<file path="config.mk">
export PLATFORM = sky130hd
export DESIGN_NAME = rte_cordic_pre
export DESIGN_NICKNAME = d
export VERILOG_FILES = /design/src/rtl/rte_pkg.sv /design/src/rtl/rte_cordic_pre.sv
export SDC_FILE = /design/constraint.sdc
export NUM_CORES = 1
export LEC_CHECK = 0
export BUFFER_PORTS_ARGS = -buffer_cell sky130_fd_sc_hd__buf_2
export CORE_MARGIN = 2
export CORE_UTILIZATION = 45
export CTS_CLUSTER_SIZE = 12
export DETAILED_ROUTE_END_ITERATION = 7
export GPL_TIMING_DRIVEN = 0
export PLACE_DENSITY = 0.87
export SLEW_MARGIN = 15
export SYNTH_ARGS = -nofsm -noshare
export SYNTH_HDL_FRONTEND = slang
export SYNTH_SLANG_ARGS = --single-unit
export TNS_END_PERCENT = 100
</file>
<file path="constraint.sdc">
create_clock -name i_clk -period 2.43 [get_ports i_clk]
set_clock_uncertainty 0.15 [all_clocks]
set_input_delay 0.1215 -clock i_clk [delete_from_list [all_inputs] [get_ports i_clk]]
set_output_delay 0.1215 -clock i_clk [all_outputs]
set_load 0.01 [all_outputs]
</file>
<file path="src/rtl/rte_pkg.sv">
// shared types, constants and angle helpers for the rotation matrix to euler block
// no dependencies

package rte_pkg;

    localparam int          IN_W        = 16;
    localparam int          OUT_W       = 16;
    localparam int          TOL_W       = 11;
    localparam int          ONE_Q14     = 16384;
    localparam int          ARG_W       = 17;
    localparam int          SQ_N_W      = 29;
    localparam int          SQ_R_W      = 30;
    localparam int          SQ_CELLS    = 15;
    localparam int          SCALE_SHIFT = 16;
    localparam logic [32:0] PI_Q30      = 33'd3373259426;
    localparam logic [32:0] HALF_PI_Q30 = 33'd1686629713;
    localparam int          DEF_ANGLE_FRACTION_BITS = 13;
    localparam int          DEF_CORDIC_STAGES       = 16;

    // operands that travel beside the square root cells
    typedef struct packed {
        logic                    valid;
        logic                    lock;
        logic                    m31_neg;
        logic signed [IN_W-1:0]  m11;
        logic signed [IN_W-1:0]  m12;
        logic signed [IN_W-1:0]  m13;
        logic signed [IN_W-1:0]  m21;
        logic signed [IN_W-1:0]  m32;
        logic signed [IN_W-1:0]  m33;
        logic signed [IN_W-1:0]  xc;
    } t_side;

    // control that travels beside the cordic cells
    typedef struct packed {
        logic valid;
        logic lock;
        logic m31_neg;
    } t_tail;

    function automatic logic [32:0] from_q30(logic [32:0] q, int f);
        logic [32:0] t;
        t = (q >> (29 - f)) + 33'd1;
        return t >> 1;
    endfunction

    function automatic logic [32:0] stage_angle(int i, int f);
        logic [32:0] raw;
        case (i)
            0:       raw = 33'd843314856;
            1:       raw = 33'd497837829;
            2:       raw = 33'd263043836;
            3:       raw = 33'd133525158;
            4:       raw = 33'd67021686;
            5:       raw = 33'd33543515;
            6:       raw = 33'd16775850;
            7:       raw = 33'd8388437;
            8:       raw = 33'd4194282;
            9:       raw = 33'd2097149;
            10:      raw = 33'd1048575;
            default: begin
                if (i <= 30) raw = (33'd1 << (30 - i)) - 33'd1;
                else         raw = 33'd0;
            end
        endcase
        return from_q30(raw, f);
    endfunction

endpackage

</file>
<file path="src/rtl/rte_cordic_pre.sv">
// axis cases and half plane fold ahead of a cordic vectoring chain
// depends on rte_pkg

module rte_cordic_pre #(
    parameter int F  = 13,
    parameter int XW = 36,
    parameter int ZW = 17
) (
    input  logic                              i_clk,
    input  logic                              i_en,
    input  logic signed [rte_pkg::ARG_W-1:0]  i_y,
    input  logic signed [rte_pkg::ARG_W-1:0]  i_x,
    output logic signed [XW-1:0]              o_x,
    output logic signed [XW-1:0]              o_y,
    output logic signed [ZW-1:0]              o_z,
    output logic                              o_spec,
    output logic signed [ZW-1:0]              o_spval
);

    localparam logic signed [ZW-1:0] Pi = ZW'(rte_pkg::from_q30(rte_pkg::PI_Q30, F));
    localparam logic signed [ZW-1:0] Hp = ZW'(rte_pkg::from_q30(rte_pkg::HALF_PI_Q30, F));

    logic signed [XW-1:0] n_x, n_y, r_x, r_y;
    logic signed [ZW-1:0] n_z, n_spval, r_z, r_spval;
    logic                 n_spec, r_spec;
    logic signed [rte_pkg::ARG_W-1:0] w_x, w_y;

    always_comb begin
        n_spec  = (i_y == '0) || (i_x == '0);
        if (i_y == '0) n_spval = (i_x < 0) ? Pi : '0;
        else           n_spval = (i_y > 0) ? Hp : -Hp;
        if (i_x < 0) begin
            n_z = (i_y > 0) ? Pi : -Pi;
            w_x = -i_x;
            w_y = -i_y;
        end else begin
            n_z = '0;
            w_x = i_x;
            w_y = i_y;
        end
        n_x = XW'(w_x) <<< rte_pkg::SCALE_SHIFT;
        n_y = XW'(w_y) <<< rte_pkg::SCALE_SHIFT;
    end

    always_ff @(posedge i_clk) begin
        if (i_en) begin
            r_x     <= n_x;
            r_y     <= n_y;
            r_z     <= n_z;
            r_spec  <= n_spec;
            r_spval <= n_spval;
        end
    end

    assign o_x     = r_x;
    assign o_y     = r_y;
    assign o_z     = r_z;
    assign o_spec  = r_spec;
    assign o_spval = r_spval;

endmodule

</file>
=== After elaboration in Yosys (flattened, before gate mapping) ===
Index checks and enable logic that the tools add are counted.

* Word-level logic and storage cells: 18
* Bits in registers: 69
* Input port bits: 36
* Output and inout bits: 107

* Order comparisons: 2
* Multiplexer cells: 6
* $add $sub $neg: 2
* Reduce and logical (&&, ||, !) cells: 3

{| class="wikitable"
|+ Operator list
! kind !! number
|-
| 17-bit two-way mux || 5
|-
| 17-bit zero test || 2
|-
| 17-bit negator || 2
|-
| 17-bit by 1-bit greater-than comparator with 1-bit output, second input constant || 1
|-
| 17-bit by 1-bit < comparator with 1-bit output, second input constant || 1
|-
| 15-bit two-way mux || 1
|-
| 1-bit logical OR || 1
|}

=== Depth between registers and ports, before layout ===
* Word-level depth: 3
* Mapped depth: 9
* Depth with buffers taken out: 9

=== Least setup slack after synthesis ===
Ideal clock, no wire load.

* Kind: in2reg
* Start: in i_y[1] (netlist bit)
* End: reg r_spval[13] (netlist: o_spval[13]), data pin
* Path buffers: 0
* Setup slack: 532 ps
* Library setup time: 274 ps
* Arrival: 1474 ps
* Required time: 2006 ps
* Stages on the path: 8
* Cells stage by stage: inv_1 -> ha_1 -> nor3b_1 -> nand4_1 -> or3_1 -> inv_1 -> ha_1 -> mux2i_1

* Word-level cells in the longest chain between the ends: 3
* Elaborated cells between the ends (all ways): 4
* Those cells by class: 1 x order compare; 2 x mux; 1 x reduce/logical

{| class="wikitable"
|+ RTL lines
! item !! RTL line !! source
|-
| start: declaration || rte_cordic_pre.sv:11 || <nowiki>input logic signed [rte_pkg::ARG_W-1:0] i_y,</nowiki>
|-
| 17-bit by 1-bit greater-than comparator with 1-bit output || rte_cordic_pre.sv:31 || <nowiki>else n_spval = (i_y > 0) ? Hp : -Hp;</nowiki>
|-
| 17-bit two-way mux || rte_cordic_pre.sv:31 ||
|-
| 17-bit two-way mux * || rte_cordic_pre.sv:30 || <nowiki>if (i_y == '0) n_spval = (i_x < 0) ? Pi : '0;</nowiki>
|-
| named net n_spval[13] || rte_cordic_pre.sv:24 || <nowiki>logic signed [ZW-1:0] n_z, n_spval, r_z, r_spval;</nowiki>
|-
| end signal: assignment || rte_cordic_pre.sv:51 || <nowiki>r_spval <= n_spval;</nowiki>
|-
| end: declaration || rte_cordic_pre.sv:24 ||
|}

The timed path passes the listed nets; every way through them passes the cells marked *.
A chain may end at the register's enable or synchronous reset.

=== Worst setup path after layout ===
* Start: in i_y[6] (netlist bit)
* End: reg r_spval[13] (netlist: o_spval[13]), data pin

Same word-level chain as after synthesis.

==> qor.csv <==
metric,value,unit
CP Max Fanout,4,
FMAX,463,MHz
CTS tree,done,
placed cell areas,3300,sq um
max_slew headroom,38.3,%
post-synth top area share,50.6,%
Top delay family on crit path,simple AND/OR/NAND/NOR gates,
largest net degree at the start of global routing,44,
Die Wd,79.3,um
Synth Cell Area,2550,sq um
Die Height,79.3,um
final worst path period share,88.9,%
GRT Total Usage,16.7,%
Max Root-Sink Buffers,2,
detailed-route via count,2041,
Syn. warnings,0,
critical path arrival,2.03,ns
Post-Synthesis Cells,223,
GPL Wtd Cong,0.742,
area delta synth->final,40.1,%
num rows,27,
RSZ-0062 raised after global routing,false,
#FFs+latches synth,43,
WP depth,8,
gr ovfl total,0,
CTS Sinks,43,
Pwr Density,571,nW/um^2
final wirelength,5300,um
Setup Buffers After CTS,0,
CP peak stage delay,0.53,ns
core outline area,5510,sq um
DR DRC count,0,
Synth area leader,edfxtp_1,
Root Driver,clkbuf_8,
Initial Util,46.4,%
Post-layout nets,427,
setup TNS,0,ns
"Slew Viols, Final",0,
Final setup viols,0,
Crit path required time,2.30,ns
Leak,1.70,nW
vias per cell,4.47,
clock transition at the registers of the reported paths,0.08,ns
die area,6290,sq um
CP Launch Type,primary input,
"Seq/Total Area, Yosys",50.6,%
layout cells sized above 1,47.3,%
Max Cap Viol,0,
first drt pass iteration count,4,
crit path to,o_spval[13],
Ant. Diodes,0,
HP Class,primary input to register,
crit path from,i_y[6],
ranking of synthesized cells by area,"edfxtp_1, buf_4, xnor2_1, ha_1, o31ai_1",
Unique masters post-synth,28,
Final HPWL DP,4130,um
Fillers,431,
vias in the first global route,1883,
crit path max-delay cell type,dlygate4sd3_1,
global-route wire length before repair,8120,um
total area of sequential cells,1290,sq um
top-level port count,143,
clock period minus worst slack,2.16,ns
post-route cell area,3580,sq um
cts bufs inserted,5,
CP Cell Sequence,"dlygate4sd3_1, buf_2, nor3_2, nand4_1, or3_1, inv_1, ha_1, mux2i_1",
Tot Pwr,2.04,mW
WP buf/inv,3,
WL/cell,11.6,um
multi-input logic area,873,sq um
Hold Fails Final Rpt,0,
Worst setup EP type,register,
VDD IR max,302,uV
initial antenna violation count,0,
worst hold slack,0.00503,ns
post-route ant nets,0,
Syn Area/Cell,11.4,sq um
Least-Margin Pin Slew,0.926,ns
Crit Path Category,primary input to register,
H-tree depth,2,
DR iter-0 viols,70,
status,"finished, final reports clean",
port bufs,105,
report_power, final:
group          internal, mW  leakage, nW  switching [mW]
Clock                 0.411       0.0654           0.244
Sequential            0.903        0.420          0.0262
Combinational         0.229         1.21           0.228
Total                  1.54         1.70           0.499
worst min path at each step:
stage / from / slack [ns] / cells after the start / to
after floorplan: i_x[0] / 0.07 / 0 / o_x[16]
after global placement: i_x[16] / 0.18 / 1 / o_z[3]
after detailed placement: i_x[16] / 0.19 / 1 / o_z[3]
after CTS: i_y[3] / 0.002 / 2 / o_y[19]
after global routing: i_x[12] / 0.005 / 2 / o_x[28]
final: i_y[3] / 0.005 / 2 / o_y[19]
state kept, by name, indices dropped and copies added (netlist names):
name / count
o_spec: 1
o_spval: 5
o_x: 17
o_y: 17
o_z: 3
cells in the final DEF (no fill, tap or decap):
| cell type | count |
|---|---|
| a21oi_1 | 4 |
| a31oi_1 | 1 |
| and2_1 | 2 |
| buf_2 | 105 |
| buf_4 | 64 |
| bufinv_16 | 2 |
| clkbuf_1 | 5 |
| clkbuf_8 | 5 |
| conb_1 | 37 |
| dlygate4sd3_1 | 13 |
| edfxtp_1 | 43 |
| ha_1 | 7 |
| inv_1 | 10 |
| mux2i_1 | 2 |
| nand2_1 | 13 |
| nand2b_1 | 3 |
| nand4_1 | 2 |
| nor2_1 | 6 |
| nor2b_1 | 1 |
| nor3_1 | 4 |
| nor3_2 | 1 |
| nor3b_1 | 1 |
| nor3b_2 | 1 |
| nor4_1 | 3 |
| nor4_2 | 1 |
| o21ai_0 | 7 |
| o31ai_1 | 8 |
| o41ai_1 | 2 |
| o41ai_2 | 1 |
| or2_2 | 1 |
| or3_1 | 1 |
| or4_4 | 1 |
| xnor2_1 | 23 |
| xor2_1 | 5 |
kinds of logic after synthesis:
| group | share of synthesized area (%) |
|---|---|
| buffers and inverters | 20.9 |
| flip-flops | 50.6 |
| AND/OR/NAND/NOR | 8.48 |
| XOR/XNOR | 9.61 |
| AO/OA/AOI/OAI | 6.08 |
| adder cells (fa/ha/maj) | 3.43 |
| multiplexers | 0.784 |
| other | 0.147 |
stage by stage:
stage               instances  util (%)  setup WS [ns]
floorplan                 259         -          0.532
global placement          436      60.0          0.169
detailed placement        436      60.0         0.0299
CTS                       457      64.8         0.0630
global route              457      64.9          0.140
finish                    457      64.9          0.270
area by class of cell:
class	count	area share, %
clock buffers	6	2.03
flip-flops and latches	43	36.1
clock inverters	2	1.68
multi-input cells	138	24.4
plain buffers	68	13.9
inverters	10	1.05
repair buffers	118	18.3
well taps	72	2.52
synth_stat cells (all sizes together):
library cell,instances
ha,7
a21oi,4
mux2i,2
o41ai,3
buf,64
nand2b,3
o31ai,8
nand4,2
conb,1
or2,1
o21ai,7
or4,1
clkbuf,4
a31oi,1
or3,1
edfxtp,43
xnor2,23
inv,10
nor3,5
nor3b,2
nor2,6
nand2,13
nor2b,1
and2,2
nor4,4
xor2,5
layer usage:
layer / track usage [%] / share of wire (%) / vias to the layer above
met3: 4.43 / 9.4 / 9
met4: 5.86 / 1.5 / 0
met1: 17.3 / 37 / 932
met5: 0 / 0 / -
li1: - / - / 989
met2: 32.0 / 52 / 111
repair_timing:
action / 4_1_cts / 5_1_grt
hold buffers: 13 / 0
setup endpoints to repair: 0 / 2
hold endpoints to repair: 13 / 0
resized for setup: 0 / 2
No activity file was read; power rests on OpenSTA's default activity.
