$ cat src/rtl/rte_pkg.sv
// shared types, constants and angle helpers for the rotation matrix to euler block
// no dependencies

package rte_pkg;

    localparam int          IN_W        = 16;
    localparam int          OUT_W       = 16;
    localparam int          TOL_W       = 11;
    localparam int          ONE_Q14     = 16384;
    localparam int          ARG_W       = 17;
    localparam int          SQ_N_W      = 29;
    localparam int          SQ_R_W      = 30;
    localparam int          SQ_CELLS    = 15;
    localparam int          SCALE_SHIFT = 16;
    localparam logic [32:0] PI_Q30      = 33'd3373259426;
    localparam logic [32:0] HALF_PI_Q30 = 33'd1686629713;
    localparam int          DEF_ANGLE_FRACTION_BITS = 13;
    localparam int          DEF_CORDIC_STAGES       = 16;

    // operands that travel beside the square root cells
    typedef struct packed {
        logic                    valid;
        logic                    lock;
        logic                    m31_neg;
        logic signed [IN_W-1:0]  m11;
        logic signed [IN_W-1:0]  m12;
        logic signed [IN_W-1:0]  m13;
        logic signed [IN_W-1:0]  m21;
        logic signed [IN_W-1:0]  m32;
        logic signed [IN_W-1:0]  m33;
        logic signed [IN_W-1:0]  xc;
    } t_side;

    // control that travels beside the cordic cells
    typedef struct packed {
        logic valid;
        logic lock;
        logic m31_neg;
    } t_tail;

    function automatic logic [32:0] from_q30(logic [32:0] q, int f);
        logic [32:0] t;
        t = (q >> (29 - f)) + 33'd1;
        return t >> 1;
    endfunction

    function automatic logic [32:0] stage_angle(int i, int f);
        logic [32:0] raw;
        case (i)
            0:       raw = 33'd843314856;
            1:       raw = 33'd497837829;
            2:       raw = 33'd263043836;
            3:       raw = 33'd133525158;
            4:       raw = 33'd67021686;
            5:       raw = 33'd33543515;
            6:       raw = 33'd16775850;
            7:       raw = 33'd8388437;
            8:       raw = 33'd4194282;
            9:       raw = 33'd2097149;
            10:      raw = 33'd1048575;
            default: begin
                if (i <= 30) raw = (33'd1 << (30 - i)) - 33'd1;
                else         raw = 33'd0;
            end
        endcase
        return from_q30(raw, f);
    endfunction

endpackage

$ cat src/rtl/rte_cordic_cell.sv
// one micro rotation cell of a cordic vectoring chain
// depends on rte_pkg

module rte_cordic_cell #(
    parameter int S  = 0,
    parameter int F  = 13,
    parameter int XW = 36,
    parameter int ZW = 17
) (
    input  logic                 i_clk,
    input  logic                 i_en,
    input  logic signed [XW-1:0] i_x,
    input  logic signed [XW-1:0] i_y,
    input  logic signed [ZW-1:0] i_z,
    input  logic                 i_spec,
    input  logic signed [ZW-1:0] i_spval,
    output logic signed [XW-1:0] o_x,
    output logic signed [XW-1:0] o_y,
    output logic signed [ZW-1:0] o_z,
    output logic                 o_spec,
    output logic signed [ZW-1:0] o_spval
);

    localparam logic signed [ZW-1:0] Ang = ZW'(rte_pkg::stage_angle(S, F));

    logic signed [XW-1:0] w_dx, w_dy, n_x, n_y, r_x, r_y;
    logic signed [ZW-1:0] n_z, r_z, r_spval;
    logic                 r_spec;

    always_comb begin
        w_dx = i_y >>> S;
        w_dy = i_x >>> S;
        if (i_y > 0) begin
            n_x = i_x + w_dx;
            n_y = i_y - w_dy;
            n_z = i_z + Ang;
        end else begin
            n_x = i_x - w_dx;
            n_y = i_y + w_dy;
            n_z = i_z - Ang;
        end
    end

    always_ff @(posedge i_clk) begin
        if (i_en) begin
            r_x     <= n_x;
            r_y     <= n_y;
            r_z     <= n_z;
            r_spec  <= i_spec;
            r_spval <= i_spval;
        end
    end

    assign o_x     = r_x;
    assign o_y     = r_y;
    assign o_z     = r_z;
    assign o_spec  = r_spec;
    assign o_spval = r_spval;

endmodule

$ cat config.mk
export PLATFORM = sky130hd
export DESIGN_NAME = rte_cordic_cell
export DESIGN_NICKNAME = d
export VERILOG_FILES = /design/src/rtl/rte_pkg.sv /design/src/rtl/rte_cordic_cell.sv
export SDC_FILE = /design/constraint.sdc
export NUM_CORES = 1
export LEC_CHECK = 0
export ABC_CLOCK_PERIOD_IN_PS = 5000
export BUFFER_PORTS_ARGS = -buffer_cell sky130_fd_sc_hd__buf_2
export CORE_MARGIN = 2
export CORE_UTILIZATION = 38
export CTS_CLUSTER_DIAMETER = 60
export DETAILED_ROUTE_END_ITERATION = 10
export PLACE_DENSITY = 0.65
export SYNTH_ARGS = -nofsm -noshare
export SYNTH_HDL_FRONTEND = slang
export SYNTH_SLANG_ARGS = --single-unit
$ cat constraint.sdc
create_clock -name i_clk -period 5 [get_ports i_clk]
set_clock_uncertainty 0.1 [all_clocks]
set_input_delay 0.75 -clock i_clk [delete_from_list [all_inputs] [get_ports i_clk]]
set_output_delay 0.75 -clock i_clk [all_outputs]
set_load 0.05 [all_outputs]
**Word-level counts from Yosys, hierarchy flattened**

Index checks and enable logic that the tools add are counted.

- Register bits: 107
- Input bits: 109
- Output and inout bits: 107
- Word-level logic and storage cells: 14

- Add/sub/neg operators: 5
- Magnitude comparators: 1
- Multiplexer cells: 3

Operators by type and width:

| kind | count |
|---|---|
| 2-to-1 mux 36 bit | 2 |
| subtractor 36 bit | 2 |
| adder 36 bit | 1 |
| > comparator 36 x 1 -> 1 bit, second input constant | 1 |
| adder 17 x 14 -> 17 bit, second input constant | 1 |
| 2-to-1 mux 17 bit | 1 |
| subtractor 17 x 14 -> 17 bit, second input constant | 1 |

**Depth between registers and ports, before layout**

Gate-level depths: netlist of the first run.

- Depth after elaboration: 2
- Gate-level depth with buffers: 16
- Mapped depth without buffers: 14

**Worst setup path before layout of the first run**

Ideal clock, no wire load.

- Path kind: input port to flip-flop
- Start: input i_y[0]
- End: register r_z[16] (netlist: o_z[16]) (data pin)
- Library setup time: 260 ps
- Data arrival time: 4,057 ps
- Data required time: 4,640 ps
- Path slack: 583 ps
- Stages on the path: 15
- Buffers on the path: 2
- Cell sequence: nor4_1 nand4_1 o31ai_2 clkbuf_1 clkbuf_1 ha_1 a21o_1 a21oi_1 o21ai_1 a31oi_1 o21ai_1 o41a_1 a21o_1 a21oi_1 xnor2_1

- Longest elaborated chain between the ends: 2

Ends and longest elaborated chain:

| element | RTL line | RTL |
|---|---|---|
| start, declared | rte_cordic_cell.sv:13 | `input logic signed [XW-1:0] i_y,` |
| > comparator 36 x 1 -> 1 bit | rte_cordic_cell.sv:33 | `if (i_y > 0) begin` |
| 2-to-1 mux 17 bit | rte_cordic_cell.sv:33 |  |
| net n_z[16] | rte_cordic_cell.sv:27 | `logic signed [ZW-1:0] n_z, r_z, r_spval;` |
| end signal, assigned | rte_cordic_cell.sv:48 | `r_z <= n_z;` |
| end, declared | rte_cordic_cell.sv:27 |  |

The timed path passes the listed nets, and every way through them passes these cells.
A chain may end at the register's enable or synchronous reset.

**Final worst setup path of the first run**

- Start: input i_y[8]
- End: register r_z[15] (netlist: o_z[15]) (data pin)

The elaborated chain is that of the path after synthesis.

==> reports/qor.yml, run 1 <==
startpoint: "i_y[8]"
worstSetupStartpointType: "input port"
grt_pass1_vias: 9151
htree_levels: 3
drtAntennaViolNets: 0
hpwl_mm: 26.2
drive_gt1_share_pct: 20.1
yosysTopAreaCell: "edfxtp_1"
syn_area_sq_mm: 0.0102
status: "finished clean"
gp_congestion: 0.930
synth.most_common_cell: "a21oi_1"
setup_viol: 0
met3_length_mm: 2.47
required_ps: 5010
finalWirelength_mm: 33.1
cts_sinks: 106
synth_common_cells: "a21oi_1, ha_1, edfxtp_1"
finalInstanceArea_sq_mm: 0.0119
dp_slack_ps: 510
endpoint_kind: "flop"
place_inst: 1698
top_layer: "met5"
drc: 0
core_area_sq_mm: 0.0267
layout_setup_ws_ps: 873
fp-row-count: 60
cts_tree: "yes"
fmax_mhz: 242
p_per_area_mw_per_mm2: 306
grt_pass1_wl_mm: 50.7
worstPathArrival_ps: 4140
synth_cells: 1180
grt_max_degree: 78
timing.final.crit_share_pct: 82.5
synth-async-reset-ratio_pct: 0
finalMaxSlewViolations: 0
dieHeight_microns: 168
syn_avg_cell_area_sq_um: 8.67
wl_per_cell_microns: 19.3
gr-usage-all-layers_pct: 22.7
cts.repair.resized: 0
clk_pin_slew_worst_paths_ps: 80
post_cts_buffers: 0
finalNonFillerCells: 1715
worst_pin_slew_ps: 1080
root_buffer: "clkbuf_16"
ys_seq_area_share_pct: 31.1
ys_dominant_reg_cell: "edfxtp_1"
hold_path_class: "in2reg"
fillers: 2693
clk_path_buf_depth: 2
cts_made_buffers: 9
io_buffers: 215
drtIter0Drc: 1034
overflow: 0
rsz0062_at_grt: "no"
leakage_uw: 0.00521
synthesis.nets: 1412
cp_max_fo: 7
place_area_sq_mm: 0.0116
dieArea_sq_mm: 0.0283
m1WireLength_mm: 14.7
wl_met2_mm: 14.9
ir_drop_v: 0.000145
areaGrowthSynthToFinish_pct: 16.6
synth_edf_count: 106
vias_per_cell: 5.71
die_x_microns: 168
worstSetupPathType: "in2reg"
period_minus_slack_ps: 4130
hold_violations: 0
yosysWarnings: 0
synth_top_area_share_pct: 31.1
synth_cell_type_count: 74
maxSlewHeadroom_pct: 27.7
io_pins: 216
antenna_found_initial: 3
dr.pass1.iters: 5
ys_seq_elements: 106
multiInputGateArea_sq_mm: 0.00643
hp-start: "i_spval[1]"
finalNetCount: 1600
holdBufCountCts: 0
register_area_sq_mm: 0.00318
synth_area_leaders: "edfxtp_1, ha_1, a21oi_1"
initial_core_util_pct: 38.3
dr_total_vias: 9800
setup_tns_ps: 0
maxCapViolCount: 0
-- stage by stage --
stage / power (uW) / hold slack (ps) / util [%]
finish: 3650 / 454 / 44.6
global route: 3820 / 446 / 44.6
CTS: 3650 / 442 / 44.6
detailed placement: 2860 / 828 / 43.5
global placement: 2860 / 827 / 43.5
floorplan: 2420 / 749 / -
-- path summary, 6_finish.rpt --
| check | endpoint | slack [ps] | cells after the start |
|---|---|---|---|
| worst min-delay path | o_spval[1] | 450 | 1 |
| worst max-delay path | o_z[15] | 870 | 16 |
-- sequential cells by signal (all words and copies together) (netlist names) --
register	flops
o_spec	1
o_spval	17
o_x	36
o_y	35
o_z	17
-- cells in the final DEF (no fill, tap or decap), drive strengths merged, types with 7 or more instances in the layout --
| cell type | Yosys | final |
|---|---|---|
| a21oi | 149 | 149 |
| a31oi | 17 | 17 |
| nor2 | 89 | 89 |
| xor2 | 10 | 10 |
| nor4 | 16 | 16 |
| nor2b | 14 | 14 |
| o21ai | 91 | 91 |
| nand3 | 17 | 17 |
| o31ai | 11 | 11 |
| nand2b | 10 | 10 |
| o21bai | 26 | 26 |
| inv | 112 | 115 |
| and2 | 7 | 7 |
| nor3 | 29 | 29 |
| mux2i | 14 | 14 |
| a21o | 23 | 23 |
| ha | 119 | 119 |
| clkbuf | 27 | 9 |
| nand2 | 69 | 69 |
| nand4 | 11 | 11 |
| buf | 21 | 225 |
| o21a | 10 | 10 |
| xnor2 | 73 | 73 |
| o211ai | 14 | 14 |
| edfxtp | 106 | 106 |
| a211oi | 15 | 15 |
| a21boi | 9 | 9 |
-- layer usage --
metal | vias up | GRT usage [%]
met5 | - | 0
met4 | 4 | 7.72
met3 | 65 | 3.69
met2 | 465 | 36.6
met1 | 4623 | 31.1
li1 | 4643 | -
-- power by group --
| part | leakage [uW] | internal (uW) | total [uW] | switching [uW] |
|---|---|---|---|---|
| Combinational | 0.00403 | 477 | 1670 | 1190 |
| Clock | 0.000144 | 400 | 789 | 388 |
| Sequential | 0.00104 | 1160 | 1190 | 32.3 |
| Total | 0.00521 | 2040 | 3650 | 1610 |
-- logic make-up after synthesis --
group	Yosys count	share of synthesized area (%)
buffers and inverters	162	6.17
flip-flops	106	31.1
XOR/XNOR	83	7.10
adder cells (fa/ha/maj)	123	15.3
AO/OA/AOI/OAI	411	25.8
multiplexers	14	1.37
AND/OR/NAND/NOR	281	13.1
-- worst max-delay path, stage by stage --
cell and delay (ps):
buf_2 120, nor4_1 310, buf_4 190, nand4_1 160, o31ai_4 510, inv_2 190
fa_1 450, nor2b_1 120, o21ai_0 110, a21boi_0 250, o21ai_0 150, a21oi_1 270
a311o_1 250, nand2_1 70, a21oi_1 160, xor2_1 80
-- layout make-up --
type                            instances  area share [%]
Multi-Input combinational cell        912            53.9
Sequential cell                       106            26.7
Antenna cell                            1          0.0210
Tap cell                              341            3.58
Inverter                              114            3.59
Timing Repair Buffer                  225            9.67
Clock inverter                          7           0.723
Clock buffer                            9            1.89
(Power assumes the default switching activity.)
==> run 2, diff against run 1 <==
--- a/config.mk
+++ b/config.mk
@@ -5,7 +5,7 @@
 export SDC_FILE = /design/constraint.sdc
 export NUM_CORES = 1
 export LEC_CHECK = 0
-export ABC_CLOCK_PERIOD_IN_PS = 5000
+export ABC_CLOCK_PERIOD_IN_PS = 4200
 export BUFFER_PORTS_ARGS = -buffer_cell sky130_fd_sc_hd__buf_2
 export CORE_MARGIN = 2
 export CORE_UTILIZATION = 38
==> constraint.sdc (replaced) <==
create_clock -name i_clk -period 4.2 [get_ports i_clk]
set_clock_uncertainty 0.1 [all_clocks]
set_input_delay 0.63 -clock i_clk [delete_from_list [all_inputs] [get_ports i_clk]]
set_output_delay 0.63 -clock i_clk [all_outputs]
set_load 0.05 [all_outputs]
==> reports/qor.yml, run 2 (synthesis gave the netlist of run 1 again) <==
p_per_area_mw_per_mm2: 359  # +17%
layout_setup_ws_ps: 403  # -470 ps
dr_total_vias: 9846  # +0.47%
areaGrowthSynthToFinish_pct: 18.7
finalNetCount: 1627  # +1.7%
cp_cell_sequence: "buf_2 > nor4_1 > nand4_1 > o31ai_4 > buf_4 > ha_1 > a21o_1 > a21oi_1 > nor2b_1 > a31oi_1 > o21ai_1 > o41a_1 > a21o_1 > a21oi_1 > xnor2_1"
cts_tree: "yes"
endpoint_kind: "flop"
worst_pin_slew_ps: 862  # -220 ps
power.total_uw: 4360  # +19%
period_minus_slack_ps: 3800
final_core_util_pct: 45.5  # +0.81 points
hold_path_class: "in2reg"
gr-usage-all-layers_pct: 22.8  # +0.11 points
htree_levels: 3  # unchanged
final_common_cell: "buf_2"
dieArea_sq_mm: 0.0283  # unchanged
startpoint: "i_y[31]"
leakage_uw: 0.00534  # +2.6%
worstPathArrival_ps: 3810  # -330 ps
largest_reg_flops: 36  # unchanged
cts_sinks: 106  # unchanged
cp_num_buf_inv: 2  # -1
critPathMaxStageDelay_ps: 440  # -70 ps
post_cts_buffers: 0  # unchanged
ir_drop_v: 0.000164  # +13%
grt_pass1_vias: 9339  # +2.1%
fillers: 2672  # -0.78%
finalWirelength_mm: 33.1  # about the same
vias_per_cell: 5.65  # -1.1%
drtAntennaViolNets: 0  # unchanged
maxCapViolCount: 0  # unchanged
place_inst: 1725  # +1.6%
gp_congestion: 0.912  # -2.0%
hold_violations: 0  # unchanged
io_pins: 216  # unchanged
overflow: 0  # unchanged
hpwl_mm: 26.4  # +0.51%
cts_made_buffers: 9  # unchanged
io_buffers: 215  # unchanged
die_x_microns: 168  # unchanged
wl_per_cell_microns: 19.0  # -1.5%
fp-row-count: 60  # unchanged
antenna_found_initial: 2  # -1
status: "finished clean"
grt_max_degree: 75  # -3.8%
hp-start: "i_spval[8]"
drtIter0Drc: 956  # -7.5%
cp_top_family: "compound AO/OA/AOI/OAI gates"
setup_viol: 0  # unchanged
cp_max_fo: 8  # +1
rsz0062_at_grt: "no"
clk_path_buf_depth: 2  # unchanged
core_area_sq_mm: 0.0267  # unchanged
dieHeight_microns: 168  # unchanged
dr.pass1.iters: 6  # +1
setup_tns_ps: 0  # unchanged
dp_slack_ps: 30.1  # -480 ps
cts.repair.resized: 0  # unchanged
maxSlewHeadroom_pct: 42.5  # +15 points
initial_core_util_pct: 38.3  # unchanged
grt_pass1_wl_mm: 51.0  # +0.54%
fmax_mhz: 263
mostFrequentLayoutCells: "buf_2, a21oi_1, ha_1"
worstSetupPathType: "in2reg"
required_ps: 4220  # -790 ps
root_buffer: "clkbuf_16"
drive_gt1_share_pct: 21.6  # +1.5 points
finalMaxSlewViolations: 0  # unchanged
clk_pin_slew_worst_paths_ps: 80  # about the same
finalNonFillerCells: 1742  # +1.6%
worstSetupStartpointType: "input port"
slowest_stage: "o31ai_4"
holdBufCountCts: 0  # unchanged
drc: 0  # unchanged
timing.final.crit_share_pct: 90.4
run 2: cell count changes in the layout (fill, tap and decap cells not counted):
cell | previous run | this run
buf_4 | 11 | 37
buf_12 | 0 | 1
run 2: cell type report:
type	instances	area [sq um]	share of cell area (%)
multi-input cells	912	6430	52.9
flip-flops and latches	106	3180	26.2
repair buffers	252	1370	11.3
inverters	114	428	3.52
well taps	341	427	3.51
clock buffers	9	225	1.85
clock inverters	7	86.3	0.711
diodes	1	2.50	0.0206
run 2: layer usage:
metal  vias up  global-route usage (%)  routed length [microns]  part of all wire, %
li1       4686                       -                        -                    -
met1      4648                    31.8                    15000                   45
met2       459                    37.3                    15000                   45
met3        51                    3.24                     2290                  6.9
met4         2                    6.30                      786                  2.4
met5         -                       0                       13                0.039
run 2: through the flow:
stage                     hold WS [ps]  instance area [sq um]
after floorplan                    629                  10200
after CTS                          326                  12100
after global routing               320                  12100
after detailed placement           709                  11800
after global placement             706                  11800
final                              340                  12100
run 2: final timing paths:
kind    endpoint  slack, ps  cells after the start
min   o_spval[8]        340                      1
max      o_z[16]        400                     15
run 2: power breakdown:
part / total [uW] / internal, uW / switching (uW)
combinational: 2020 / 599 / 1420
sequential: 1420 / 1380 / 40.6
clock: 915 / 476 / 439
