[src/rtl/rte_pkg.sv]
// shared types, constants and angle helpers for the rotation matrix to euler block
// no dependencies

package rte_pkg;

    localparam int          IN_W        = 16;
    localparam int          OUT_W       = 16;
    localparam int          TOL_W       = 11;
    localparam int          ONE_Q14     = 16384;
    localparam int          ARG_W       = 17;
    localparam int          SQ_N_W      = 29;
    localparam int          SQ_R_W      = 30;
    localparam int          SQ_CELLS    = 15;
    localparam int          SCALE_SHIFT = 16;
    localparam logic [32:0] PI_Q30      = 33'd3373259426;
    localparam logic [32:0] HALF_PI_Q30 = 33'd1686629713;
    localparam int          DEF_ANGLE_FRACTION_BITS = 13;
    localparam int          DEF_CORDIC_STAGES       = 16;

    // operands that travel beside the square root cells
    typedef struct packed {
        logic                    valid;
        logic                    lock;
        logic                    m31_neg;
        logic signed [IN_W-1:0]  m11;
        logic signed [IN_W-1:0]  m12;
        logic signed [IN_W-1:0]  m13;
        logic signed [IN_W-1:0]  m21;
        logic signed [IN_W-1:0]  m32;
        logic signed [IN_W-1:0]  m33;
        logic signed [IN_W-1:0]  xc;
    } t_side;

    // control that travels beside the cordic cells
    typedef struct packed {
        logic valid;
        logic lock;
        logic m31_neg;
    } t_tail;

    function automatic logic [32:0] from_q30(logic [32:0] q, int f);
        logic [32:0] t;
        t = (q >> (29 - f)) + 33'd1;
        return t >> 1;
    endfunction

    function automatic logic [32:0] stage_angle(int i, int f);
        logic [32:0] raw;
        case (i)
            0:       raw = 33'd843314856;
            1:       raw = 33'd497837829;
            2:       raw = 33'd263043836;
            3:       raw = 33'd133525158;
            4:       raw = 33'd67021686;
            5:       raw = 33'd33543515;
            6:       raw = 33'd16775850;
            7:       raw = 33'd8388437;
            8:       raw = 33'd4194282;
            9:       raw = 33'd2097149;
            10:      raw = 33'd1048575;
            default: begin
                if (i <= 30) raw = (33'd1 << (30 - i)) - 33'd1;
                else         raw = 33'd0;
            end
        endcase
        return from_q30(raw, f);
    endfunction

endpackage

[src/rtl/rte_isqrt_cell.sv]
// one digit cell of the pipelined floor square root
// depends on rte_pkg

module rte_isqrt_cell #(
    parameter int K = 0
) (
    input  logic                          i_clk,
    input  logic                          i_en,
    input  logic [rte_pkg::SQ_N_W-1:0]    i_n,
    input  logic [rte_pkg::SQ_R_W-1:0]    i_r,
    output logic [rte_pkg::SQ_N_W-1:0]    o_n,
    output logic [rte_pkg::SQ_R_W-1:0]    o_r
);

    localparam logic [rte_pkg::SQ_R_W:0] Bit = (rte_pkg::SQ_R_W+1)'(1) << (28 - 2 * K);

    logic [rte_pkg::SQ_R_W:0]   w_sum;
    logic                       w_take;
    logic [rte_pkg::SQ_N_W-1:0] n_n;
    logic [rte_pkg::SQ_R_W-1:0] n_r;
    logic [rte_pkg::SQ_N_W-1:0] r_n;
    logic [rte_pkg::SQ_R_W-1:0] r_r;

    always_comb begin
        w_sum  = {1'b0, i_r} + Bit;
        w_take = {2'b00, i_n} >= w_sum;
        if (w_take) begin
            n_n = rte_pkg::SQ_N_W'({2'b00, i_n} - w_sum);
            n_r = rte_pkg::SQ_R_W'({2'b00, i_r[rte_pkg::SQ_R_W-1:1]} + Bit);
        end else begin
            n_n = i_n;
            n_r = i_r >> 1;
        end
    end

    always_ff @(posedge i_clk) begin
        if (i_en) begin
            r_n <= n_n;
            r_r <= n_r;
        end
    end

    assign o_n = r_n;
    assign o_r = r_r;

endmodule

[config.mk]
export PLATFORM = sky130hd
export DESIGN_NAME = rte_isqrt_cell
export DESIGN_NICKNAME = d
export VERILOG_FILES = /design/src/rtl/rte_pkg.sv /design/src/rtl/rte_isqrt_cell.sv
export SDC_FILE = /design/constraint.sdc
export NUM_CORES = 1
export LEC_CHECK = 0
export BUFFER_PORTS_ARGS = -buffer_cell sky130_fd_sc_hd__buf_2
export CAP_MARGIN = 20
export CORE_MARGIN = 2
export CORE_UTILIZATION = 52
export CTS_CLUSTER_SIZE = 25
export DETAILED_ROUTE_END_ITERATION = 10
export PLACE_DENSITY = 0.8
export SLEW_MARGIN = 40
export SYNTH_ARGS = -nofsm -noshare
export SYNTH_HDL_FRONTEND = slang
export SYNTH_SLANG_ARGS = --single-unit
[constraint.sdc]
create_clock -name i_clk -period 3.5 [get_ports i_clk]
set_input_delay 0.175 -clock i_clk [delete_from_list [all_inputs] [get_ports i_clk]]
set_output_delay 0.175 -clock i_clk [all_outputs]
set_load 0.05 [all_outputs]
# == Word level (Yosys, flattened, before mapping) ==
# Cells that the tools add are included.
# W data, S select, Z words.
# totals
inputBits,61
regBits,59
output_inout_bits,59
wordCells,9
# classes
mux,2
add_sub_neg,3
order_cmp,1
# ops
cell,n
$mux W29,2
$add A30 B29 Y31 const B,1
$ge A29 B31 Y1,1
$add A29 B29 Y30 const B,1
$sub A29 B29 Y29,1

# == Depth between registers and ports, before layout ==
# Gate-level depths: netlist of run 1.
# depth
word_depth,3
depth_mapped,12
ltp_nobuf,11

# == Worst setup path before layout of run 1 ==
# No wires, ideal clock.
# synth_timing
path_type,input to register
from,input i_r[20] (netlist name)
to,"register r_n, in the netlist o_n[10] (data pin)"
t_required_ns,3.240
path_buffers,2
setup_time_ns,0.260
path_slack_ns,0.947
stages,12
arrival_time_ns,2.293
cell_sequence,inv_1 -> ha_1 -> buf_6 -> nand2_4 -> nand2_2 -> a21o_1 -> a21o_1 -> a221oi_4 -> a21boi_2 -> o41ai_4 -> buf_6 -> mux2_4
# synth_via
elab_chain_cells,3
# synth_lines
element,line_no,source
from (decl),rte_isqrt_cell.sv:10,"input logic [rte_pkg::SQ_R_W-1:0] i_r,"
$add A30 B29 Y31,rte_isqrt_cell.sv:25,"w_sum = {1'b0, i_r} + Bit;"
$ge A29 B31 Y1,rte_isqrt_cell.sv:26,"w_take = {2'b00, i_n} >= w_sum;"
$mux W29,rte_isqrt_cell.sv:27,if (w_take) begin
via n_n (one bit),rte_isqrt_cell.sv:19,logic [rte_pkg::SQ_N_W-1:0] n_n;
to (signal assigned),rte_isqrt_cell.sv:38,r_n <= n_n;
to (decl),rte_isqrt_cell.sv:21,logic [rte_pkg::SQ_N_W-1:0] r_n;
# The timed path passes the listed nets, and every way through them passes these cells.
# A chain may end at the register's enable or synchronous reset.

# == Worst setup path after layout of run 1 ==
# layout_timing
from,input i_n[0] (netlist name)
to,"register r_n, in the netlist o_n[26] (data pin)"
# layout_via
elab_chain_cells,2
elab_cells_between_ends,3
classes_between,add/sub (1); order compare (1); mux (1)
# layout_lines
element,line_no,source
from (decl),rte_isqrt_cell.sv:9,"input logic [rte_pkg::SQ_N_W-1:0] i_n,"
$sub A29 B29 Y29 / $ge A29 B31 Y1 (equally long branches),"rte_isqrt_cell.sv:28, rte_isqrt_cell.sv:26",
$mux W29 *,rte_isqrt_cell.sv:27,
via n_n (one bit),rte_isqrt_cell.sv:19,
# Mark *: on every way through the listed nets, which the timed path passes. The rest lies on a longest branch.

==> run summary, run 1 <==
The flow ran to the end, and the final reports show no timing, DRC or antenna violations. The count of TritonRoute iterations in the first routing pass was 4. The global route total overflow is 0. The count of buffers from port buffering was 119. Of the available clock period, the critical path in the final layout requires 77.4%. The number of antenna violations at the first check in global routing was 0.

The fraction of synthesized cell area taken by the top area cell type is 44.5%. The tools report the startpoint class of the critical path as an input pin. Routability-driven placement finished with a final weighted congestion of 0.875. The I/O pin count came out at 120.

From left edge to right edge, the die measures 91.5 um. The worst pin sits at a relative slew slack of 67.5%. The tools report the netlist area before placement as 3980 um2.

Summed over all instances, the cell type with the most area after synthesis is edfxtp_1. After synthesis, the mean cell area works out to 11.6 um2. Combinational fraction of design power: 33.2%. For the worst setup path, the data required time is 3.59 ns.

The first global-routing pass estimated 13.9 mm of wire. In the final design database the tool counted 560 nets. The floorplan step set the die height to 91.5 um.

The tools report the achievable clock frequency as 0.369 GHz. The total number of vias was 3,083; the number of warnings issued by yosys was 0. The number of global-route vias before repair was 3,028; the number of levels in the clock H-tree was 3. The number of cells on the worst hold path was 1.

The clock period minus final worst setup slack is 2.71 ns. After the first detailed-routing iteration, the DRC count stood at 124. Setup violations remaining at the end of the flow were counted as 0. TritonCTS built the clock tree.

Areal power density over the cells: 446 nW/um2. Of the synthesized area, sequential elements account for 44.5%. Tracing the worst setup path back leads to its startpoint at i_n[0]. The detail route stage leaves a number of antenna-violating nets equal to 0.

Along the worst path, the maximum fanout reaches 6. The number of synthesized flops with an enable pin came out at 59. The logs give 0 for the count of antenna diodes in the layout and 0.00141 W for the design internal power. The setup path with the least slack is of type input pin to flop. The pin count of the biggest net entering global routing is 41, and the number of sinks driven by the clock tree is 59. By area the synthesized netlist is led by edfxtp_1 (45%), mux2_4 (9.8%), ha_1 (9.7%). The number of setup buffers added after CTS is 0, and the share of cells above drive strength 1 is 37.0%.

The run gives 0 as the count of endpoints failing hold in the final timing report. The core region is 7330 um2. Counting the buffers created by CTS gives 9. Synthesis produced a netlist whose cell count is 342. For this run, design rule violations remaining after detail routing come to 0.

For the worst setup path, the data arrival time is 2.80 ns. The critical path ends at o_n[26]$_DFFE_PP_. The clock passes through at most 2 buffers. Relative to the synthesized area, the layout overhead comes to 21.4%. Post-CTS repair changed the size of 0 cells. Of all flip-flops after synthesis, the portion carrying an async set or reset was 0%. Detailed placement finished with a half-perimeter wire length of 6.42 mm. The clock network is responsible for 26.7% of the overall power. After clock tree synthesis, the clock-pin slew on the worst setup and hold paths is 0.07 ns. Power comes to 0.00216 W. For this run, the total global-route usage over all layers was measured as 20.8%. Setup repair after global routing left no endpoint under its margin.

Dominant synthesized flop cell: edfxtp_1. The logs give 55 for the number of distinct library cells after synthesis and 2.31 nW for the cell leakage power. The element type at the critical path end was a flop.

After floorplanning, the core was divided into 31 placement rows. The tool flagged a number of max-cap violations equal to 0. The logs give 54.3% for the effective utilization at floorplan and 435 for the number of nets in the synthesized netlist. Counting flops and latches in the post-synthesis netlist gives 59.

The switching power as a share of total power came out at 34.5%. The average wire length per cell after detail routing is 14.7 um, and the number of filler instances in the final layout is 580. The path class of the tightest hold or removal check is input pin to flop. Buffers inserted to repair hold after CTS numbered 0. IR analysis of the VDD net gives a maximum drop of 251 uV. The share of total power dissipated in sequential elements is 40.1%.

The routed via count divided by cell count was 5.42; the sum of routed wire length over all layers was 8.36 mm. In this run the clock root is driven by a clkbuf_8. The die outline area is 8370 um2, and the net switching power is 0.000745 W. The share of the core filled with cells in the final layout was 65.9%. The max-slew violation total from the final report is 0. For the pin with the worst max-slew slack, the measured transition is 0.487 ns. Setup total negative slack on the finished layout was measured at 0 ns.
## stage by stage
step           cell area, um2  hold WS (ns)  worst slack [ns]  std cells
4_1_cts                  4830        0.0146             0.813        569
5_1_grt                  4830        0.0112             0.658        569
6_report                 4830        0.0237             0.790        569
2_1_floorplan            3980         0.274             0.947        342
3_3_place_gp             4660         0.367             0.523        555
3_5_place_dp             4660         0.367             0.475        555
## logic make-up after synthesis
logic type / Yosys count / share of synthesized area [%]
multiplexers: 29 / 10.6
XOR/XNOR: 22 / 4.84
adder cells (fa/ha/maj): 32 / 10.2
AO/OA/AOI/OAI: 87 / 16.3
flip-flops: 59 / 44.5
buffers and inverters: 49 / 5.53
AND/OR/NAND/NOR: 64 / 8.01
## registers in the layout, summed over array words and instances, names as in the netlist
name and flops:
o_n 29, o_r 30
## layout by cell type, fill, tap and decap left out, types with 7 or more instances in the layout
cell type    n
nand4_1      7
mux2_4      26
nor2_1      17
nand2_1     15
nor3_1       7
o21ai_0     14
ha_1        31
xnor2_1     14
a21o_1      13
edfxtp_1    59
clkbuf_8     9
buf_2      118
a21oi_1     23
xor2_1       8
inv_1       40
## metal layers
metal,vias up,track usage (%),part of all wire (%)
met3,16,4.81,6.8
li1,1514,-,-
met1,1435,26.4,43
met4,0,8.84,2.2
met2,118,33.9,48
met5,-,0,0
## power by group through the flow
stage               combinational, W  clock [W]  sequential (W)
CTS                         0.000717   0.000589        0.000865
finish                      0.000716   0.000576        0.000864
global route                0.000772   0.000612        0.000871
detailed placement          0.000713          0        0.000880
global placement            0.000700          0        0.000879
floorplan                   0.000324          0         0.00110
## layout make-up
type	instances	area [um2]	share of cell area [%]
timing repair buffer	122	621	12.8
multi-input combinational	234	1990	41.2
clock inverter	4	43.8	0.906
sequential	59	1770	36.7
clock buffer	10	128	2.64
inverter	41	155	3.21
tap	99	124	2.56
## cell usage after synthesis, types with 4 or more instances
cell,n
o21bai_1,4
inv_1,40
o21a_1,4
a21o_1,13
nand2_1,15
a21oi_1,23
mux2_4,26
buf_6,4
nand3_1,6
xnor2_1,14
xor2_1,8
ha_1,31
o21ai_0,14
edfxtp_1,59
nor3_1,7
nor2_1,17
nand4_1,7
## how the worst min path moves through the flow
| stage | start | end | slack [ns] |
|---|---|---|---|
| finish | i_r[21] | o_r[20]$_DFFE_PP_ | 0.02 |
| detailed placement | i_r[13] | o_r[12]$_DFFE_PP_ | 0.37 |
| floorplan | i_r[1] | o_r[0]$_DFFE_PP_ | 0.27 |
| global route | i_r[13] | o_r[12]$_DFFE_PP_ | 0.01 |
| global placement | i_r[20] | o_r[19]$_DFFE_PP_ | 0.37 |
| CTS | i_r[19] | o_r[18]$_DFFE_PP_ | 0.01 |
## worst max-delay path, cell delays in order
cell,delay [ns]
buf_2,0.08
inv_1,0.04
ha_1,0.22
fa_1,0.41
nor2b_1,0.19
o31a_1,0.23
o22ai_2,0.18
o2111ai_1,0.31
nand2_1,0.15
o41ai_1,0.40
xor2_1,0.13
mux2_4,0.28
Note: power is estimated with default switching activity, not from simulation.
==> inputs of run 2 (changes only) <==
Settings changed: ABC_AREA from default to 1, CORE_UTILIZATION 52 to 54.
Clock period 3.5 ns to 2.6 ns, I/O delays scaled along.
==> run summary, run 2 <==
The flow ran to the end, and the final reports show no timing, DRC or antenna violations. Total placed instance area: 5410 um2. The most common cell in the synthesized netlist is nand2_1.

For the cell count after synthesis, the log shows 664. Achievable clock frequency: 0.417 GHz. In the layout the commonest cells are nand2_1 (255), inv_1 (145), buf_2 (119).

The number of cells on the worst hold path is 1. The switching power as a share of total power was 40.0%; the number of nets in the layout was 910. The library cell used most frequently in the layout, excluding fill and tap cells, is nand2_1. The run gives 22.2 mm as the wire length of the first global-routing pass. The logs give 37.3% for the combinational fraction of design power and 59 for the number of sinks driven by the clock tree. In the global route stage, overall resource usage came out at 29.8%. By area the synthesized netlist is led by edfxtp_1 (37%), nand2_1 (20%), inv_1 (12%). Final hold analysis gives a worst-case slack of 0.0244 ns. On the critical path the largest part of the delay comes from simple AND/OR/NAND/NOR gates. Summed over all nets, the switching power comes to 0.00120 W. The finished cells cover 5860 um2. The share of cells above drive strength 1 was 19.9%.

For the count of antenna diodes in the layout, the log shows 0. In the routed design, unresolved DRC markers number 0. Setup repair after global routing left no endpoint under its margin. No sink is reached through more buffers than the 2 on the longest clock path.

The floorplan row count was 34; the total clock buffers created by CTS was 9. The sequential element share of the synthesized area came out at 37.5%. The final route contains 4,660 vias. The number of levels in the clock H-tree is 3, and the areal power density over the cells is 512 nW/um2. The tools report the die outline area as 9520 um2.

The count of endpoints failing hold in the final timing report was 0. Summed over all cells, the static leakage comes to 3.30 nW. The tools report the global route total overflow as 0.

The path class of the tightest hold or removal check is input pin to flop. TritonCTS built the clock tree. The netlist area before placement was 4730 um2; the synthesized area per cell was 7.12 um2. The dominant synthesized flop cell was edfxtp_1. After detailed routing, the number of vias per cell comes to 5.02.

Max-cap violations in this run came to 0. At the end of routability-driven placement, the weighted congestion stood at 0.950. The run gives 0 as the setup-violating endpoint count in the final report. Counting instances in the post-synthesis netlist gives the leading cell types as nand2_1 (255), inv_1 (145), nand3_1 (61), edfxtp_1 (59), nor2_1 (33). In this run the number of cells on the critical path is 14. The tools report the clock root buffer as clkbuf_8. In the final layout, the multi-input gates occupy 2340 um2. Most used cell along the critical path: nand2_1. The sum of routed wire length over all layers is 14.1 mm, and the share of the core filled with cells in the final layout is 68.2%.

In this run, synthesis inferred 59 flip-flops with an integrated enable. The worst setup path is launched from an input pin. Registers take 1770 um2. For the filler-free cell count of the finished design, the log shows 929.

The netlist uses 30 different library cells. The design internal power was 0.00180 W. The data arrival time of the critical path was 2.50 ns. Average wire length per cell after detail routing: 15.1 um. Clock-pin slew was measured on the worst setup and hold paths at 0.07 ns. During synthesis, Yosys emitted a total of 0 warnings.

For this run, the slowest stage of the critical path takes 0.52 ns. After detailed placement, the design holds a cell count of 886. Entering global routing, the biggest net connects 35 pins. The die is 97.6 um tall. The buffers plus inverters on the worst setup path is 5, and the post-synthesis async set-or-reset flop share is 0%. The total negative slack was 0 ns; the effective utilization at floorplan was 55.0%. The logs give 757 for the number of nets in the synthesized netlist and 0 for the number of antenna violations at the first check in global routing. The data required time of the critical path is 2.71 ns. edfxtp_1 takes more of the synthesized area than any other cell.

The filler cells instantiated in the layout total 750. The clock network accounts for 23.7% of the total power. The tools report the part of the power in registers as 39.0%. The final cycle utilization of the critical path was 92.2%; the number of flip-flops under the largest register name was 30.

In this run the tool buffered the top-level ports with 119 buffer cells. The logs give 120 for the I/O pin count and 0 for the max-slew violation total from the final report. Across the VDD grid, the largest voltage drop is 314 uV. The critical path goes through dlygate4sd3_1, buf_2, inv_1, ha_1, nand2_1, nor2_2, nand2_1, nor3_2, nand2_1, nand3_4, buf_12, nand2_1, inv_1, nor2_1. The fraction of synthesized cell area taken by the top area cell type was 37.5%; the count of TritonRoute iterations in the first routing pass was 4. The critical path in this run is classified as input pin to flop. Measured along the x axis, the die boundary spans 97.6 um. The clock period minus final worst setup slack came out at 2.40 ns. Of all nets on the critical path, the largest fanout is 17. The worst setup path is captured at a flop.

The half-perimeter wire length after detailed placement is 10.7 mm. On the critical path, the stage with the largest delay is an instance of dlygate4sd3_1. The area growth from synthesis to layout is 24.0%. The area of the core was 8590 um2. At the pin with the least slew margin, the transition time is 0.646 ns. In this run the tightest slew margin relative to its limit is 57.0%.

Number of DRC markers in iteration 0: 242. The synthesized design contains 59 register bits. Number of global-route vias before repair: 4,595. The count of antenna-violating nets left after detailed routing was 0.
[run 2: cell count changes after synthesis, sizes merged, moves of 13 or more]
cell,before,now
o21ai,17,2
a21o,13,0
mux2,27,0
nor2,17,43
xnor2,14,1
nand3,6,65
nand2,17,262
inv,40,147
[run 2: metal layers]
| layer | vias to the layer above | routed length [um] | track usage [%] |
|---|---|---|---|
| li1 | 2366 | - | - |
| met3 | 22 | 1010 | 6.12 |
| met1 | 2081 | 5900 | 36.8 |
| met4 | 0 | 239 | 8.55 |
| met2 | 191 | 6920 | 52.8 |
| met5 | - | 0 | 0 |
[run 2: cells by family after synthesis]
logic type	after synthesis	synth area share, %
compound gates	18	2.57
xor+xnor	13	2.41
fa+ha+maj	32	8.62
buf+inv	155	13.4
flops	59	37.5
simple gates	387	35.5
[run 2: path summary, 6_finish.rpt]
| path | from | endpoint | slack [ns] |
|---|---|---|---|
| max | i_r[20] | o_r[28]$_DFFE_PP_ | 0.20 |
| min | i_r[28] | o_r[27]$_DFFE_PP_ | 0.02 |
[run 2: metrics by stage]
step | setup WS [ns] | power [W]
3_5_place_dp | 0.211 | 0.00226
2_1_floorplan | 0.844 | 0.00197
4_1_cts | 0.0497 | 0.00300
6_report | 0.202 | 0.00300
3_3_place_gp | 0.257 | 0.00225
5_1_grt | 0.0162 | 0.00315
[run 2: power groups by stage]
stage	Combinational [W]	Clock, W	Sequential (W)
floorplan	0.000471	0	0.00150
global placement	0.00106	0	0.00119
detailed placement	0.00107	0	0.00119
CTS	0.00111	0.000722	0.00117
global route	0.00122	0.000750	0.00118
finish	0.00112	0.000711	0.00117
[run 2: layout make-up]
| cell class | instances | share of cell area (%) |
|---|---|---|
| Multi-Input combinational cell | 451 | 40.0 |
| Clock buffer | 10 | 2.18 |
| Sequential cell | 59 | 30.2 |
| Clock inverter | 5 | 0.363 |
| Inverter | 147 | 9.41 |
| Timing Repair Buffer | 149 | 15.5 |
| Tap cell | 108 | 2.30 |
[run 2: timing repair]
action | 4_1_cts | 5_1_grt
endpoints found under the hold margin | 26 | 0
endpoints found under the setup margin | 0 | 31
hold buffers | 26 | 0
gates resized for setup | 0 | 2
setup buffers | 0 | 1
==> inputs of run 3 (changes only) <==
Settings changed: CORE_UTILIZATION 54 to 49, PLACE_DENSITY 0.8 to 0.77, SETUP_SLACK_MARGIN from default to 0.05.
Clock period 2.6 ns to 2.05 ns, I/O delays scaled along.
==> run summary, run 3 (synthesis results as in run 2) <==
Timing would allow up to 0.535 GHz. The tools report the met1 layer usage reported by global route as 37.1%. TritonCTS built the clock tree.

In the final layout, the share of cells above drive strength 1 is 26.9%. The longest individual stage delay on the worst path was 0.42 ns; the die boundary height was 102 um. The startpoint class of the critical path is an input pin. Setup violations remaining at the end of the flow were counted as 0. The tools report the number of DRC markers in iteration 0 as 232. The number of setup buffers added after CTS is 0. For the number of global-route vias before repair, the log shows 4,795.

Setup repair after global routing left no endpoint under its margin. At the end of routability-driven placement, the weighted congestion stood at 0.932. The areal power density over the cells was 649 nW/um2. The buffers plus inverters on the worst setup path came out at 3.

The count of antenna diodes in the layout is 0, and the register clock-pin slew on the reported worst setup and hold paths is 0.07 ns. Across the VDD grid, the largest voltage drop is 376 uV. The tools report the clock root buffer as clkbuf_8. For hold timing, the worst endpoint is o_r[17]$_DFFE_PP_. The area growth from synthesis to layout is 38.9%. The library cell used most frequently in the layout, excluding fill and tap cells, is nand2_1. The max-slew violation total from the final report came out at 0. In the layout the commonest cells are nand2_1 (255), inv_1 (145), buf_2 (119). The clock period minus final worst setup slack was 1.87 ns. In this run the tool buffered the top-level ports with 119 buffer cells. After floorplanning, the core was sized to cover 9280 um2. For the effective utilization at floorplan, the log shows 50.9%. The first TritonRoute pass finished after 5 iterations. The layer flagged by global routing as most heavily used is met2. Row generation in the floorplan step produced 35 rows. The floorplan step set the die width to 102 um. The final design area excluding fillers came out at 6570 um2. By startpoint and endpoint, the worst setup path is classified as input pin to flop. In this run the tightest slew margin relative to its limit is 71.6%. At the pin with the least slew margin, the transition time is 0.426 ns. In the routed design, unresolved DRC markers number 0. The clock passes through at most 2 buffers. The met3 track demand over resource in global routing is 5.27%, and the global-route met2 utilization is 49.0%. Once placement finished, the instance area stood at 6090 um2. The run gives 11.7 mm as the half-perimeter wire length after detailed placement. Path category of the worst min-delay check: input pin to flop. For this design the static power due to leakage is 3.71 nW. The flow ran to the end, and the final reports show no timing, DRC or antenna violations. In this run, post-CTS repair resized a total of 0 instances.

The number of max-cap violations is 0, and the critical-path maximum fanout is 4. Summed over all layers, the routed wires come to 14.5 mm. Number of antenna violations at the first check in global routing: 1.

The number of cells on the worst hold path was 2. For the global route total overflow, the log shows 0. STA classifies the critical path endpoint as a flop.

After clock tree synthesis, the flow added hold-fix buffers numbering 27. Among all stages on the critical path, the largest delay is contributed by fa_1. The count of endpoints failing hold in the final timing report was 0. The logs give 28.7% for the overall fraction of global-route tracks in use and 4,936 for the total number of vias. Dividing the detail-routed wire length by the instance count gives 14.1 um. Share of the core filled with cells in the final layout: 70.7%. In the routed layout, each cell is associated on average with a via count of 4.79. The H-tree was split into 3 levels. Kind of cell adding the most delay to the critical path: simple AND/OR/NAND/NOR gates.

The run gives 1.97 ns as the data arrival time of the critical path. Among the stages of the critical path, the cell type that occurs most often is nand3_1. The logs give 989 for the number of nets in the layout and 22.7 mm for the wire length of the first global-routing pass.

The die outline area was 10,500 um2; the number of sinks driven by the clock tree was 59. Pin count of the biggest net entering global routing: 34. The count of antenna-violating nets left after detailed routing is 0.

The smallest hold slack was 0.0493 ns. TritonCTS created 9 clock buffers. The register with the most flip-flops in the layout has 30 of them. The source of the worst hold timing path is i_r[18]. Final cycle utilization of the critical path: 91.2%. For this design the top-level I/O count stands at 120. Data required time of the critical path: 2.15 ns.

The signal on the critical path passes through buf_2, inv_1, ha_1, fa_1, inv_1, nand3_1, nand3_1, nand3_1, nand3_1, nand2_1, nand2_1, nand2_1, nand3_1, nand2_1.
run 3: final cells by class:
| class | instances | area [um2] |
|---|---|---|
| multi-input combinational | 450 | 2320 |
| inverter | 147 | 552 |
| tap | 129 | 161 |
| sequential | 59 | 1770 |
| timing repair buffer | 229 | 1550 |
| fill | 811 | 2720 |
| clock buffer | 10 | 128 |
| clock inverter | 6 | 80.1 |
run 3: power breakdown:
part / internal [W] / switching (W) / leakage [nW]
Sequential: 0.00146 / 0.0000256 / 0.577
Combinational: 0.000560 / 0.00104 / 3.03
Clock: 0.000675 / 0.000500 / 0.101
run 3: routing by layer:
| layer | vias up | part of all wire (%) |
|---|---|---|
| met5 | - | 0 |
| met4 | 0 | 1.6 |
| li1 | 2526 | - |
| met3 | 20 | 6.9 |
| met1 | 2232 | 44 |
| met2 | 158 | 47 |
run 3: worst max path at each step:
stage | from | endpoint | slack [ns] | depth (start not counted)
final | i_n[0] | o_n[28]$_DFFE_PP_ | 0.18 | 14
after global routing | i_n[0] | o_n[28]$_DFFE_PP_ | 0.10 | 14
after CTS | i_n[0] | o_n[28]$_DFFE_PP_ | 0.26 | 14
after detailed placement | i_n[0] | o_n[28]$_DFFE_PP_ | -0.09 | 14
after global placement | i_n[0] | o_n[28]$_DFFE_PP_ | -0.08 | 14
after floorplan | i_n[0] | o_n[20]$_DFFE_PP_ | 0.32 | 13
run 3: per-stage QoR:
| step | setup TNS (ns) | std cells | total power (W) | setup WS [ns] |
|---|---|---|---|---|
| after CTS | 0 | 1030 | 0.00427 | 0.265 |
| after floorplan | 0 | 664 | 0.00250 | 0.322 |
| after detailed placement | -0.562 | 987 | 0.00306 | -0.0940 |
| after global placement | -0.244 | 987 | 0.00303 | -0.0840 |
| final | 0 | 1030 | 0.00426 | 0.181 |
| after global routing | 0 | 1030 | 0.00447 | 0.104 |
